===== src/sv/cau_pkg.sv =====
// Shared types, codes and constants of the complex arithmetic unit.
`default_nettype none
package cau_pkg;

   // Width of one operand or result part, in bits.
   localparam int WORD_BITS = 32;
   // Default fraction bits of the fixed-point format.
   localparam int FRAC_BITS = 16;
   // Entries in the queue between the front and the back.
   localparam int QUEUE_DEPTH = 4;
   // Clock edges from the edge that accepts a request to the edge that accepts its result.
   localparam int LATENCY = WORD_BITS + 6;

   typedef enum logic [1:0] {
      KIND_ADD = 2'd0,
      KIND_SUB = 2'd1,
      KIND_MUL = 2'd2,
      KIND_DIV = 2'd3
   } kind_type;

   typedef enum logic [1:0] {
      STATUS_OK       = 2'd0,
      STATUS_DIV_ZERO = 2'd1,
      STATUS_OVERFLOW = 2'd2
   } status_type;

   typedef struct packed {
      kind_type                    kind;
      logic signed [WORD_BITS-1:0] a_re;
      logic signed [WORD_BITS-1:0] a_im;
      logic signed [WORD_BITS-1:0] b_re;
      logic signed [WORD_BITS-1:0] b_im;
   } req_type;

   typedef struct packed {
      logic signed [WORD_BITS-1:0] out_re;
      logic signed [WORD_BITS-1:0] out_im;
      status_type                  status;
   } rsp_type;

   // A request after classification in the front.
   typedef struct packed {
      req_type req;
      logic    div_zero;
   } item_type;

   // What travels alongside the divider pipeline.
   typedef struct packed {
      rsp_type early;
      logic    is_div;
      logic    neg_re;
      logic    neg_im;
      logic    ovf_re;
      logic    ovf_im;
   } div_side_type;

endpackage
`default_nettype wire


===== src/sv/cau_queue.sv =====
// Short queue of classified requests between the front and the back.
`default_nettype none
module cau_queue #(
   parameter int DEPTH = cau_pkg::QUEUE_DEPTH
) (
   input  wire logic              clock,
   input  wire logic              reset,
   input  wire logic              push,
   input  wire cau_pkg::item_type push_item,
   output logic                   almost_full,
   output logic                   pop_valid,
   output cau_pkg::item_type      pop_item
);

   localparam int PTR_BITS = (DEPTH > 1) ? $clog2(DEPTH) : 1;
   localparam int CNT_BITS = $clog2(DEPTH + 1);

   cau_pkg::item_type   mem_ff [DEPTH];
   logic [PTR_BITS-1:0] wr_ptr_ff, wr_ptr_in;
   logic [PTR_BITS-1:0] rd_ptr_ff, rd_ptr_in;
   logic [CNT_BITS-1:0] count_ff, count_in;

   assign pop_valid   = (count_ff != '0);
   assign pop_item    = mem_ff[rd_ptr_ff];
   assign almost_full = (count_ff >= CNT_BITS'(DEPTH - 1));

   always_comb begin
      wr_ptr_in = wr_ptr_ff;
      rd_ptr_in = rd_ptr_ff;
      count_in  = count_ff;
      if (push) begin
         wr_ptr_in = (wr_ptr_ff == PTR_BITS'(DEPTH - 1)) ? '0 : wr_ptr_ff + 1'b1;
      end
      if (pop_valid) begin
         rd_ptr_in = (rd_ptr_ff == PTR_BITS'(DEPTH - 1)) ? '0 : rd_ptr_ff + 1'b1;
      end
      if (push && !pop_valid) begin
         count_in = count_ff + 1'b1;
      end else if (!push && pop_valid) begin
         count_in = count_ff - 1'b1;
      end
   end

   always_ff @(posedge clock) begin
      if (reset) begin
         wr_ptr_ff <= '0;
         rd_ptr_ff <= '0;
         count_ff  <= '0;
      end else begin
         wr_ptr_ff <= wr_ptr_in;
         rd_ptr_ff <= rd_ptr_in;
         count_ff  <= count_in;
      end
      if (push) begin
         mem_ff[wr_ptr_ff] <= push_item;
      end
   end

endmodule
`default_nettype wire


===== config.mk =====
export PLATFORM = sky130hd
export DESIGN_NAME = cau_queue
export DESIGN_NICKNAME = d
export VERILOG_FILES = /design/src/sv/cau_pkg.sv /design/src/sv/cau_queue.sv
export SDC_FILE = /design/constraint.sdc
export NUM_CORES = 1
export LEC_CHECK = 0
export ABC_AREA = 1
export BUFFER_PORTS_ARGS = -buffer_cell sky130_fd_sc_hd__buf_2
export CELL_PAD_IN_SITES_DETAIL_PLACEMENT = 2
export CELL_PAD_IN_SITES_GLOBAL_PLACEMENT = 2
export CORE_MARGIN = 2
export CORE_UTILIZATION = 44
export DETAILED_ROUTE_END_ITERATION = 12
export MAX_ROUTING_LAYER = met4
export PLACE_DENSITY_LB_ADDON = 0.1
export SLEW_MARGIN = 10
export SYNTH_ARGS = -nofsm -noshare
export SYNTH_HDL_FRONTEND = slang
export SYNTH_SLANG_ARGS = --single-unit

===== constraint.sdc =====
create_clock -name clock -period 11.4 [get_ports clock]
set_input_delay 0 -clock clock [delete_from_list [all_inputs] [get_ports clock]]
set_output_delay 0 -clock clock [all_outputs]
set_load 0.005 [all_outputs]

# Yosys cells after proc, flatten, opt, wreduce, memory -nomap -nowiden
# Memory sizes are Yosys's and may differ from the RTL's. A register that Yosys moved wholly into a read port is not among the register bits.
# Index checks and enable logic that the tools add are counted.
# op_classes
add_sub_neg,4
n_lt_le_gt_ge,1
eq_ne,2
mux,8
n_reduce_logical,6
# ops
op,count
2-bit 2-to-1 mux,4
3-bit 2-to-1 mux,2
"2-bit by 1-bit adder with 2-bit output, second input constant",2
"2-bit equality test, second input constant",2
"3-bit by 1-bit adder with 3-bit output, second input constant",1
"3-bit by 2-bit >= comparator with 1-bit output, second input constant",1
3-bit nonzero test,1
"3-bit by 1-bit subtractor with 3-bit output, second input constant",1
1-bit logical AND,2
1-bit zero test,2
1-bit 2-to-1 mux,2
2-bit nonzero test,1
# word_totals
register_bits,7
mem_bits_rw,524
inputBits,134
wordCells,25
n_memories,1
# mem_list
memory,words,width,read_ports,rd_ports_with_merged_regs,write_ports,line,rtl
mem_ff,4,131,1,1,1,cau_queue.sv:18,cau_pkg::item_type mem_ff [DEPTH];

# Depth between registers and ports, before layout
# logic_depth
ltp_word,4
mapped_depth,10
mapped_depth_nobuf,10

# Least setup slack after synthesis
# OpenSTA, ideal clock, no wires.
# synth_timing
kind,flip-flop to flip-flop
startpoint,reg wr_ptr_ff[0]
endpoint,mem mem_ff[3][0] (netlist name) (enable)
setup_time_ns,0.484
arrival_ns,3.114
setup_slack_ns,7.802
stages_incl_launch_ff,4
path_buffers,0
synth_period_minus_slack_ns,3.598
cell_sequence,dfxtp_1 -> ha_1 -> nand2_1 -> inv_1
# synth_lines
item,line,rtl
start: declaration,cau_queue.sv:19,"logic [PTR_BITS-1:0] wr_ptr_ff, wr_ptr_in;"
start signal: assignment,cau_queue.sv:50,wr_ptr_ff <= wr_ptr_in;
end: declaration,cau_queue.sv:18,
# No word-level cell before the write port.

==> metrics.md <==
| Metric | Value |
|---|---|
| Crit-path cells | inv_8 -> buf_4 -> o21ai_0 -> o22ai_1 -> buf_2 |
| Worst R2R End | mem_ff[3][51] |
| Die Height | 216 µm |
| CP top delay family | buffers and inverters |
| Top-count cell post-synth | edfxtp_1 |
| Worst EP arrival | 3.81 ns |
| Syn_nets | 1,470 |
| Skew-Pair Late Insertion Delay | 0.60 ns |
| Combinational cell fraction of total power | 0.259 |
| Crit path capture type | output port |
| GRT overflow | 0 |
| Status | finished clean |
| Ys async rst share | 0 |
| Placed Area | 21,500 µm² |
| Setup_tns | 0 ns |
| Die W | 216 µm |
| Clk pwr share | 0.312 |
| Worst setup SP type | register |
| Final worst path period need | 3.81 ns |
| Post-DP HPWL | 33,100 µm |
| Cells after synthesis | 1,330 |
| Net Switching | 1.79 mW |
| Max Cap Violations | 0 |
| Final Cell Area | 24,500 µm² |
| Vias per cell | 5.54 |
| WP buf/inv | 3 |
| Area growth from synthesis to layout | 23.3% |
| Syn_area_per_cell | 14.9 µm² |
| Starting density of the core | 0.447 |
| Num CTS Buffers | 54 |
| Core area | 44,400 µm² |
| Vias in the first global route | 14,500 |
| R2R cell count | 4 |
| Post-CTS Setup Bufs | 0 |
| Critical path's largest stage delay | 0.99 ns |
| Post-synthesis cell area | 19,900 µm² |
| Max-slew headroom | 0.215 |
| IO Count | 267 |
| R2r startpoint | wr_ptr_ff[0] |
| Lkg Pwr | 8.54 nW |
| # rows | 77 |
| Hold violation total from the final report | 0 |
| Dominant synthesized flop cell | edfxtp_1 |
| Max-slew violations | 0 |
| Worst hold stages | 2 |
| Worst Hold Launch | push_item[21] |
| Final setup violation count | 0 |
| First-pass GRT wire length | 91,100 µm |
| Clk root buf | clkbuf_16 |
| Cts repair resizes | 0 |
| # DRC | 0 |
| Fraction of layout cells with a size suffix above 1 | 0.200 |
| Final Skew | 0.0125 ns |
| Port bufs | 266 |
| Least-Margin Pin Slew | 1.18 ns |
| Post-route ant nets | 0 |
| Synth area leaders | edfxtp_1 (79%), nor2_1 (5.1%), o21ai_0 (5.0%) |
| Hold_buf cts | 134 |
| Top cell type by total area after synthesis | edfxtp_1 |
| Sequential fraction of the synthesis area | 0.802 |
| Pwr/cell area | 223 nW/µm² |
| Commonest cells post-synth | edfxtp_1 (524), nor2_1 (270), o21ai_0 (197) |
| Largest net degree at the start of global routing | 158 |
| Clk pin slew, worst setup/hold paths | 0.07 ns |
| Die ar. | 46,800 µm² |
| Flop pwr share | 0.429 |
| Nets | 1,850 |
| Switch share | 0.328 |
| Detailed Route WL | 63,100 µm |
| Worst min-delay path class | in2reg |
| Yosys cell types | 21 |
| WL/cell | 26.8 µm |
| Top cell type's share of synthesized area | 0.792 |
| Via count | 13,000 |
| Crit Path Max Fanout | 157 |
| TritonCTS Sinks | 533 |
| RSZ-0062 raised after global routing | no |
| Drt pass-1 iters | 5 |
| Internal Dissipation | 3.67 mW |
| Gpl congestion | 0.746 |
| Flops & latches, synth | 533 |
| EDFF count, synth | 524 |
| GRT Total Usage | 0.269 |
| CTS tree | done |
| Initial antenna violation count | 8 |
| VDD IR max | 0.000150 V |
| H-Tree Depth | 2 |
| Worst endpoint required time | 11.40 ns |
| Crit share post-route | 0.334 |
| Clk buf depth | 3 |
| Reg2reg setup slack | 8.66 ns |
| Slowest CP cell | buf_4 |
| F_max | 0.263 GHz |
| Crit Path Category | reg2out |
| Ys Warns | 0 |
| Fin Hold WS | 0.152 ns |
| Initial DRC count | 933 |
| Worst Hold Path EP | mem_ff[2][21] |
## cell usage in the layout, fill, tap and decap left out, types with 11 or more instances in the layout
master and instances:
buf_2 266, clkbuf_1 17, clkbuf_16 55, clkinv_1 12, dlygate4sd3_1 134, edfxtp_1 524, inv_1 11, nand2_1 12
nor2_1 270, o21ai_0 197, o21ai_1 72, o22ai_1 131
## flip-flops by register name, summed over array words and instances (netlist names), named ones only
name and cells:
rd_ptr_ff 2, wr_ptr_ff 2, mem_ff 524, count_ff 3
## kinds of logic (layout without fill, tap and decap cells)
kind of cell / after synthesis / count (layout) / share of synthesized area
other: 0 / 9 / 0
adder cells (fa/ha/maj): 6 / 6 / 0.00378
AO/OA/AOI/OAI: 403 / 403 / 0.110
flip-flops: 533 / 533 / 0.802
buffers and inverters: 102 / 522 / 0.0305
AND/OR/NAND/NOR: 286 / 286 / 0.0544
## area by class of cell
type,instances,area (µm²)
fillers,4031,19900
flip-flops and latches,533,15900
multi-input cells,695,3340
repair buffers,409,2740
clock buffers,72,1440
well taps,592,741
clock inverters,24,186
inverters,17,96.3
diodes,9,22.5
## power groups by stage
stage / sequential (mW) / clock [mW] / combinational [mW]
2_1_floorplan: 2.32 / 0 / 0.803
3_3_place_gp: 2.37 / 0 / 1.26
3_5_place_dp: 2.38 / 0 / 1.33
4_1_cts: 2.34 / 1.72 / 1.39
5_1_grt: 2.35 / 1.80 / 1.54
6_report: 2.34 / 1.70 / 1.41
## worst max-delay path by stage
| stage | endpoint | slack, ns | cells past startpoint |
|---|---|---|---|
| 3_5_place_dp | pop_item[52] | 8.33 | 5 |
| 3_3_place_gp | pop_item[27] | 8.48 | 5 |
| 2_1_floorplan | mem_ff[3][0] | 7.80 | 3 |
| 6_report | pop_item[30] | 7.59 | 5 |
| 4_1_cts | pop_item[106] | 7.65 | 5 |
| 5_1_grt | pop_item[30] | 7.33 | 5 |
## metrics by stage
stage,setup WS (ns),std cells,power [mW],util
2_1_floorplan,7.80,1330,3.12,-
3_3_place_gp,8.48,2112,3.63,0.484
3_5_place_dp,8.33,2112,3.71,0.484
4_1_cts,7.65,2342,5.45,0.551
5_1_grt,7.33,2350,5.69,0.551
6_report,7.59,2351,5.45,0.551
## routing by layer
layer / GRT usage / part of all wire
met4: 0.0705 / 0.025
met2: 0.486 / 0.53
met1: 0.306 / 0.39
met3: 0.0540 / 0.048
met5: - / 0
Note: power is estimated with default switching activity, not from simulation.
